**src/rtl/dast_pkg.sv**
```systemverilog
package dast_pkg;

    localparam int SLOT_COUNT = 8;
    localparam int SLOT_W     = (SLOT_COUNT > 1) ? $clog2(SLOT_COUNT) : 1;
    localparam int MAX_HOUR   = 23;
    localparam int MAX_MINUTE = 59;

    typedef enum logic [2:0] {
        OP_TICK   = 3'd0,
        OP_ADD    = 3'd1,
        OP_ON     = 3'd2,
        OP_OFF    = 3'd3,
        OP_DELETE = 3'd4,
        OP_CLEAR  = 3'd5
    } t_op;

    typedef enum logic [1:0] {
        ST_OK        = 2'd0,
        ST_OVERWRITE = 2'd1,
        ST_BAD_TIME  = 2'd2,
        ST_BAD_SLOT  = 2'd3
    } t_status;

    typedef enum logic [1:0] {
        S_IDLE,
        S_SCAN,
        S_FIX,
        S_DONE
    } t_state;

    typedef struct packed {
        logic [2:0] op;
        logic [6:0] hour;
        logic [6:0] minute;
        logic [3:0] slot_index;
    } t_in;

    typedef struct packed {
        logic [1:0] status;
        logic [2:0] slot_used;
        logic       feed_request;
        logic [7:0] fired_mask;
    } t_out;

    typedef struct packed {
        logic [2:0]        op;
        logic [6:0]        hour;
        logic [6:0]        minute;
        logic [SLOT_W-1:0] idx;
        logic              clr_fired;
    } t_cmd;

    typedef struct packed {
        logic tok;
        logic found;
    } t_link;

    typedef struct packed {
        logic fire;
        logic take;
    } t_stat;

endpackage

```
**src/rtl/daily_alarm_slot_table.sv**
```systemverilog
// Daily alarm slot table.
// Input channel: i_in_valid / o_in_stall carry one command or tick in i_in_data.
// Output channel: o_out_valid / i_out_stall carry one result per input item.
// Each slot lives in one cell of a chain; a token walks the chain one cell per
// cycle, so every tick and every valid command visits all SLOT_COUNT cells,
// passing through the scan, fix and done states in turn; rejected commands
// and unused op codes launch no token and go straight to the done state.
// A new item is taken the cycle after the previous one has moved to the output
// register, so the block takes no new item before it is through with the last.
// The output register holds a finished result while the receiver stalls; the
// next item may be taken and worked on meanwhile, and its result then waits
// until the output register frees.
// Reset clears every slot (inactive, unfired, 00:00), the midnight rearm flag,
// the token flags and the output valid flag.
module daily_alarm_slot_table (
    input  logic           i_clk,
    input  logic           i_rst_n,
    input  logic           i_in_valid,
    output logic           o_in_stall,
    input  dast_pkg::t_in  i_in_data,
    output logic           o_out_valid,
    input  logic           i_out_stall,
    output dast_pkg::t_out o_out_data
);

    localparam int N = dast_pkg::SLOT_COUNT;
    localparam int W = dast_pkg::SLOT_W;

    dast_pkg::t_state r_state, n_state;
    dast_pkg::t_cmd   r_cmd;
    dast_pkg::t_out   r_out;
    logic [1:0]       r_status;
    logic [W-1:0]     r_used;
    logic [W-1:0]     r_pos;
    logic [N-1:0]     r_mask;
    logic             r_launch;
    logic             r_rearm;
    logic             r_out_valid;

    dast_pkg::t_link link [N+1];
    dast_pkg::t_stat stat [N];
    logic [N-1:0]    fire_vec;
    logic [N-1:0]    take_vec;

    logic accept;
    logic time_ok;
    logic idx_ok;
    logic is_slot_op;
    logic midnight;
    logic need_scan;
    logic force0;
    logic load_out;
    logic [1:0] in_status;

    assign link[0].tok   = r_launch;
    assign link[0].found = 1'b0;

    for (genvar k = 0; k < N; k++) begin : g_cell
        dast_cell u_cell (
            .i_clk      (i_clk),
            .i_rst_n    (i_rst_n),
            .i_cmd      (r_cmd),
            .i_my_index (W'(k)),
            .i_link     (link[k]),
            .i_force    ((k == 0) ? force0 : 1'b0),
            .o_link     (link[k+1]),
            .o_stat     (stat[k])
        );
        assign fire_vec[k] = stat[k].fire;
        assign take_vec[k] = stat[k].take;
    end

    always_comb begin
        time_ok    = (32'(i_in_data.hour) <= dast_pkg::MAX_HOUR) &&
                     (32'(i_in_data.minute) <= dast_pkg::MAX_MINUTE);
        idx_ok     = 32'(i_in_data.slot_index) < N;
        is_slot_op = i_in_data.op inside {dast_pkg::OP_ON, dast_pkg::OP_OFF,
                                          dast_pkg::OP_DELETE};
        midnight   = (i_in_data.hour == '0) && (i_in_data.minute == '0);
        need_scan  = (i_in_data.op == dast_pkg::OP_TICK) ||
                     (i_in_data.op == dast_pkg::OP_CLEAR) ||
                     ((i_in_data.op == dast_pkg::OP_ADD) && time_ok) ||
                     (is_slot_op && idx_ok);
        in_status  = dast_pkg::ST_OK;
        if ((i_in_data.op == dast_pkg::OP_ADD) && !time_ok) begin
            in_status = dast_pkg::ST_BAD_TIME;
        end else if (is_slot_op && !idx_ok) begin
            in_status = dast_pkg::ST_BAD_SLOT;
        end
    end

    always_comb begin
        n_state = r_state;
        case (r_state)
            dast_pkg::S_IDLE: begin
                if (accept) begin
                    n_state = need_scan ? dast_pkg::S_SCAN : dast_pkg::S_DONE;
                end
            end
            dast_pkg::S_SCAN: begin
                if (link[N].tok) begin
                    n_state = dast_pkg::S_FIX;
                end
            end
            dast_pkg::S_FIX: begin
                n_state = dast_pkg::S_DONE;
            end
            dast_pkg::S_DONE: begin
                if (load_out) begin
                    n_state = dast_pkg::S_IDLE;
                end
            end
            default: begin
                n_state = dast_pkg::S_IDLE;
            end
        endcase
    end

    always_comb begin
        o_in_stall = (r_state != dast_pkg::S_IDLE);
        accept     = i_in_valid && (r_state == dast_pkg::S_IDLE);
        force0     = (r_state == dast_pkg::S_FIX) && (r_cmd.op == dast_pkg::OP_ADD) &&
                     !link[N].found;
        load_out   = (r_state == dast_pkg::S_DONE) && (!r_out_valid || !i_out_stall);
    end

    always_ff @(posedge i_clk) begin
        if (!i_rst_n) begin
            r_state     <= dast_pkg::S_IDLE;
            r_launch    <= 1'b0;
            r_rearm     <= 1'b0;
            r_out_valid <= 1'b0;
        end else begin
            r_state  <= n_state;
            r_launch <= accept && need_scan;
            if (accept && (i_in_data.op == dast_pkg::OP_TICK)) begin
                r_rearm <= midnight;
            end
            if (load_out) begin
                r_out_valid <= 1'b1;
            end else if (!i_out_stall) begin
                r_out_valid <= 1'b0;
            end
        end
    end

    always_ff @(posedge i_clk) begin
        if (accept) begin
            r_cmd.op        <= i_in_data.op;
            r_cmd.hour      <= i_in_data.hour;
            r_cmd.minute    <= i_in_data.minute;
            r_cmd.idx       <= W'(i_in_data.slot_index);
            r_cmd.clr_fired <= (i_in_data.op == dast_pkg::OP_TICK) && midnight && !r_rearm;
            r_status        <= in_status;
            r_used          <= (is_slot_op && idx_ok) ? W'(i_in_data.slot_index) : '0;
            r_mask          <= '0;
            r_pos           <= '0;
        end else if (r_state == dast_pkg::S_SCAN) begin
            r_pos  <= r_pos + 1'b1;
            r_mask <= r_mask | fire_vec;
            if (|take_vec) begin
                r_used <= r_pos;
            end
        end else if (force0) begin
            r_status <= dast_pkg::ST_OVERWRITE;
            r_used   <= '0;
        end
        if (load_out) begin
            r_out.status       <= r_status;
            r_out.slot_used    <= 3'(r_used);
            r_out.feed_request <= |r_mask;
            r_out.fired_mask   <= 8'(r_mask);
        end
    end

    assign o_out_valid = r_out_valid;
    assign o_out_data  = r_out;

endmodule

```
**src/rtl/dast_cell.sv**
```systemverilog
module dast_cell (
    input  logic                        i_clk,
    input  logic                        i_rst_n,
    input  dast_pkg::t_cmd              i_cmd,
    input  logic [dast_pkg::SLOT_W-1:0] i_my_index,
    input  dast_pkg::t_link             i_link,
    input  logic                        i_force,
    output dast_pkg::t_link             o_link,
    output dast_pkg::t_stat             o_stat
);

    logic [4:0] r_hour,   n_hour;
    logic [5:0] r_minute, n_minute;
    logic       r_active, n_active;
    logic       r_fired,  n_fired;
    logic       r_tok;
    logic       r_found;
    logic       fired_eff;
    logic       hit;
    logic       sel;

    always_comb begin
        n_hour     = r_hour;
        n_minute   = r_minute;
        n_active   = r_active;
        n_fired    = r_fired;
        o_stat     = '0;
        fired_eff  = r_fired & ~i_cmd.clr_fired;
        hit        = ({2'b00, r_hour} == i_cmd.hour) && ({1'b0, r_minute} == i_cmd.minute);
        sel        = (i_cmd.idx == i_my_index);
        if (i_link.tok) begin
            case (i_cmd.op)
                dast_pkg::OP_TICK: begin
                    o_stat.fire = r_active & ~fired_eff & hit;
                    n_fired     = fired_eff | o_stat.fire;
                end
                dast_pkg::OP_ADD: begin
                    if (!i_link.found && !r_active) begin
                        o_stat.take = 1'b1;
                        n_hour      = i_cmd.hour[4:0];
                        n_minute    = i_cmd.minute[5:0];
                        n_active    = 1'b1;
                        n_fired     = 1'b0;
                    end
                end
                dast_pkg::OP_ON: begin
                    if (sel) begin
                        n_active = 1'b1;
                    end
                end
                dast_pkg::OP_OFF: begin
                    if (sel) begin
                        n_active = 1'b0;
                    end
                end
                dast_pkg::OP_DELETE: begin
                    if (sel) begin
                        n_hour   = '0;
                        n_minute = '0;
                        n_active = 1'b0;
                        n_fired  = 1'b0;
                    end
                end
                dast_pkg::OP_CLEAR: begin
                    n_hour   = '0;
                    n_minute = '0;
                    n_active = 1'b0;
                    n_fired  = 1'b0;
                end
                default: begin
                end
            endcase
        end
        if (i_force) begin
            n_hour   = i_cmd.hour[4:0];
            n_minute = i_cmd.minute[5:0];
            n_active = 1'b1;
            n_fired  = 1'b0;
        end
    end

    always_ff @(posedge i_clk) begin
        if (!i_rst_n) begin
            r_hour   <= '0;
            r_minute <= '0;
            r_active <= 1'b0;
            r_fired  <= 1'b0;
            r_tok    <= 1'b0;
            r_found  <= 1'b0;
        end else begin
            r_hour   <= n_hour;
            r_minute <= n_minute;
            r_active <= n_active;
            r_fired  <= n_fired;
            r_tok    <= i_link.tok;
            if (i_link.tok) begin
                r_found <= i_link.found | ~r_active;
            end
        end
    end

    assign o_link.tok   = r_tok;
    assign o_link.found = r_found;

endmodule

```
**config.mk**
```make
export PLATFORM = sky130hd
export DESIGN_NAME = daily_alarm_slot_table
export DESIGN_NICKNAME = d
export VERILOG_FILES = /design/src/rtl/dast_pkg.sv /design/src/rtl/daily_alarm_slot_table.sv /design/src/rtl/dast_cell.sv
export SDC_FILE = /design/constraint.sdc
export NUM_CORES = 1
export LEC_CHECK = 0
export BUFFER_PORTS_ARGS = -buffer_cell sky130_fd_sc_hd__buf_2
export CORE_ASPECT_RATIO = 0.6
export CORE_MARGIN = 4
export CORE_UTILIZATION = 50
export DETAILED_ROUTE_END_ITERATION = 12
export GPL_TIMING_DRIVEN = 1
export PLACE_DENSITY_LB_ADDON = 0.1
export SYNTH_ARGS = -nofsm -noshare
export SYNTH_HDL_FRONTEND = slang
export SYNTH_SLANG_ARGS = --single-unit
export TNS_END_PERCENT = 30
```
**constraint.sdc**
```tcl
create_clock -name i_clk -period 1.99 [get_ports i_clk]
set_clock_uncertainty 0.15 [all_clocks]
set_input_delay 0 -clock i_clk [delete_from_list [all_inputs] [get_ports i_clk]]
set_output_delay 0 -clock i_clk [all_outputs]
set_load 0.005 [all_outputs]
```
==> flow_summary.yaml <==
critical_path:
  crit_required_ns: 2.20
  path_cells: "buf_4 -> and3b_2 -> nor2_1 -> or3_4 -> or3b_1 -> a21oi_1"
  max_stage_delay_ns: 0.45
  slowest_stage: "edfxtp_1"
  ff2ff_path_depth: 6
  ff2ff_setup_slack_ns: -0.07
  crit_family: "simple AND/OR/NAND/NOR gates"
  rr_startpoint: "r_cmd[2]"
  cp_max_fo: 4
  crit_type: "reg -> reg"
  r2r-end: "g_cell[5].u_cell.r_fired"
  critPathBufInv: 1
  cp-end-kind: "flop"
  start_kind: "flop"
  cp_data_arrival_time_ns: 2.27
synthesis:
  synth_fp_nets: 844
  ys_seq_area_share_pct: 49.32
  synthFlopType: "dfxtp_1"
  syn_inst: 813
  ys_warn_count: 0
  ys_seq_elements: 176
  synth.avg_cell_area_sq_um: 9.785
  synth-edff-count: 40
  synth_cell_types: 51
  async_flop_share_pct: 0
  synth.cell_area_sq_mm: 0.007955
hold_path:
  min_path_cells: 2
  hp-start: "i_in_data[4]"
  hold_end: "r_cmd[4]"
  hp-class: "in -> reg"
place:
  place_area_sq_mm: 0.008890
  place_congestion: 0.9787
  dp_hpwl_mm: 16.05
  port_buffers: 40
detailed_routing:
  dr_total_vias: 6508
  drc: 0
  routed_wl_mm: 22.60
  drt_iter0_markers: 563
  wl_per_cell_um: 19.60
  ant_nets: 0
  dr.pass1.iters: 5
  viasPerCell: 5.644
timing:
  layout_min_cycle_time_ns: 2.063
  rsz0062_at_grt: "yes"
  worst_slack_ns: -0.07320
  max_slew_margin_pct: 73.10
  drv_slew: 0
  fmax_mhz: 484.7
  hold_viol: 0
  period_share_pct: 103.7
  setup_viol: 4
  max_slew.worst_pin.slew_ns: 0.4035
pwr:
  combPwrFrac_pct: 22.4
  swShare_pct: 30.54
  power.leakage_nw: 3.759
  power.internal_mw: 6.542
  p_sw_mw: 2.876
  seqPwrFrac_pct: 43.4
  power_density_mw_per_mm2: 949.4
  clkPwrFrac_pct: 34.2
  ir_worst_vdd_v: 0.0006349
floorplanning:
  ioPinCount: 41
  num_rows: 35
  dieArea_sq_mm: 0.01806
  die_w_um: 170.8
  die_h_um: 105.7
  initial_core_util_pct: 51.46
  core_sq_mm: 0.01546
layout:
  final_layout_size_suffix_gt1_share_pct: 19.68
  layout.nets: 968
  synthToLayoutAreaGrowth_pct: 24.69
  post-route-cell-area_sq_mm: 0.009920
  fin_util_pct: 64.17
  n_antenna_cell: 0
global_routing:
  grt_overflow: 0
  first_global_vias: 6249
  grt.total_usage_pct: 24.46
  antenna_found_initial: 0
  grt_pass1_wl_mm: 34.11
  grt_max_degree: 82
clocking:
  clock_path_buffers: 2
  cts-root-buf: "clkbuf_16"
  numClockSinks: 176
  cts-htree-levels: 4
  clk_latency_ns: 0.43
  cts.clk_slew.worst_paths_ns: 0.07
  cts_tree: "done"
  cts_buffers: 17
outcome:
  status: "complete, but fails checks"
  violations: "setup timing"
run:
  max_cap_viol_count: 0
## state kept, by name (all words and copies together) (netlist names), 14 cells and up
name / count
g_cell.u_cell.r_hour: 40
g_cell.u_cell.r_minute: 48
o_out_data: 14
r_cmd: 21
## kinds of logic after synthesis
| group | synth area share (%) |
|---|---|
| and+or+nand+nor | 16.09 |
| adders and majority gates | 0.9437 |
| DFF | 49.32 |
| AOI/OAI and AO/OA | 8.682 |
| xor gates and xnor gates | 9.909 |
| muxes | 10.82 |
| buffers and inverters | 4.231 |
## per-layer routing
metal	global-route usage (%)	vias up	wire length, um
li1	-	3069	-
met1	37.27	3166	11040
met2	35.60	254	9667
met3	5.322	19	1684
met4	5.144	0	209
met5	0	-	0
## per-stage QoR
stage	TNS [ns]	std cells	hold slack, ns	power, mW	worst slack, ns
final	-0.1481	1153	0.1574	9.417	-0.07320
after global routing	-1.149	1153	0.1480	9.771	-0.09438
after CTS	0	1145	0.1440	9.298	0.002890
after detailed placement	-0.05487	1088	0.04740	6.070	-0.01546
after global placement	0	1088	0.04381	6.015	0.05864
after floorplan	0	813	-0.05113	5.212	0.1152
## cell usage after synthesis (2+ instances only)
| cell | instances | area (sq um) |
|---|---|---|
| nand3_1 | 22 | 110.1 |
| nand2b_1 | 4 | 25.02 |
| xor2_1 | 32 | 280.3 |
| nand2_1 | 58 | 217.7 |
| a22oi_1 | 2 | 15.01 |
| a21o_1 | 3 | 22.52 |
| nand4_1 | 20 | 125.1 |
| and3b_1 | 3 | 26.28 |
| o21ai_0 | 45 | 225.2 |
| buf_1 | 2 | 7.510 |
| nor2_1 | 102 | 382.9 |
| inv_1 | 16 | 60.06 |
| mux2i_1 | 86 | 860.8 |
| and3_1 | 2 | 12.51 |
| or3_1 | 4 | 25.02 |
| nor3b_1 | 3 | 22.52 |
| o221ai_1 | 6 | 52.55 |
| a31oi_1 | 12 | 75.07 |
| nor2b_1 | 16 | 100.1 |
| xnor2_1 | 58 | 508.0 |
| dfxtp_1 | 136 | 2723 |
| nor4_1 | 16 | 100.1 |
| o211ai_1 | 8 | 60.06 |
| ha_1 | 6 | 75.07 |
| nor3_1 | 10 | 50.05 |
| a32o_1 | 4 | 40.04 |
| edfxtp_1 | 40 | 1201 |
| a22o_1 | 2 | 17.52 |
| clkbuf_1 | 24 | 90.09 |
| a21oi_1 | 18 | 90.09 |
| buf_4 | 7 | 52.55 |
| and2_1 | 8 | 50.05 |
| buf_6 | 2 | 22.52 |
| buf_2 | 14 | 70.07 |
| clkbuf_2 | 6 | 30.03 |
## worst max-delay path by stage
stage / cells after the start / slack (ns) / endpoint / from
2_1_floorplan: 5 / 0.12 / r_status[0] / r_state[0]
3_3_place_gp: 5 / 0.06 / g_cell[5].u_cell.r_fired / r_cmd[2]
3_5_place_dp: 7 / -0.02 / g_cell[2].u_cell.r_hour[0] / r_cmd[1]
4_1_cts: 6 / 0.003 / g_cell[0].u_cell.r_minute[3] / r_cmd[2]
5_1_grt: 6 / -0.09 / g_cell[5].u_cell.r_fired / r_cmd[2]
6_report: 6 / -0.07 / g_cell[5].u_cell.r_fired / r_cmd[2]
## power groups by stage
stage          Sequential [mW]  Combinational (mW)  Clock [mW]
6_report                  4.08                2.11        3.22
5_1_grt                   4.11                2.25        3.42
3_5_place_dp              4.16                1.91           0
4_1_cts                   4.09                1.96        3.25
2_1_floorplan             4.08                1.13           0
3_3_place_gp              4.15                1.86           0
## timing repair
item / in CTS / in global routing
buffers inserted: 0 / 6
resized for setup: 4 / 38
hold buffers: 25 / 0
gates cloned: 0 / 2
endpoints found under the hold margin: 58 / 0
setup endpoints to repair: 30 / 82
pin swaps: 0 / 2
## cells in the final DEF (no fill, tap or decap), types with 3 or more instances in the layout
cell type / n
dfxtp_1: 136
nor2_1: 102
mux2i_1: 86
buf_4: 80
nand2_1: 58
xnor2_1: 58
o21ai_0: 40
buf_2: 40
edfxtp_1: 40
xor2_1: 32
dlygate4sd3_1: 25
nand3_1: 21
nand4_1: 20
clkbuf_16: 19
inv_1: 16
nor2b_1: 16
a21oi_1: 12
a31oi_1: 12
nor3_1: 10
nor4_1: 10
o211ai_1: 8
and2_1: 8
buf_12: 8
nor4_2: 6
o221ai_1: 6
ha_1: 6
buf_6: 5
a32o_1: 4
o21ai_1: 4
nand2b_1: 4
a21oi_2: 3
a21o_1: 3
a21oi_4: 3
and3b_2: 3
clkinv_4: 3
clkbuf_1: 3
## final cells by class
cell class | instances | area [sq um]
sequential | 176 | 3924
timing repair buffer | 160 | 1285
tap | 203 | 254.0
clock buffer | 22 | 486.7
clock inverter | 10 | 75.07
inverter | 17 | 63.81
fill | 1257 | 5539
multi-input combinational | 565 | 3831
(Power assumes the default switching activity.)
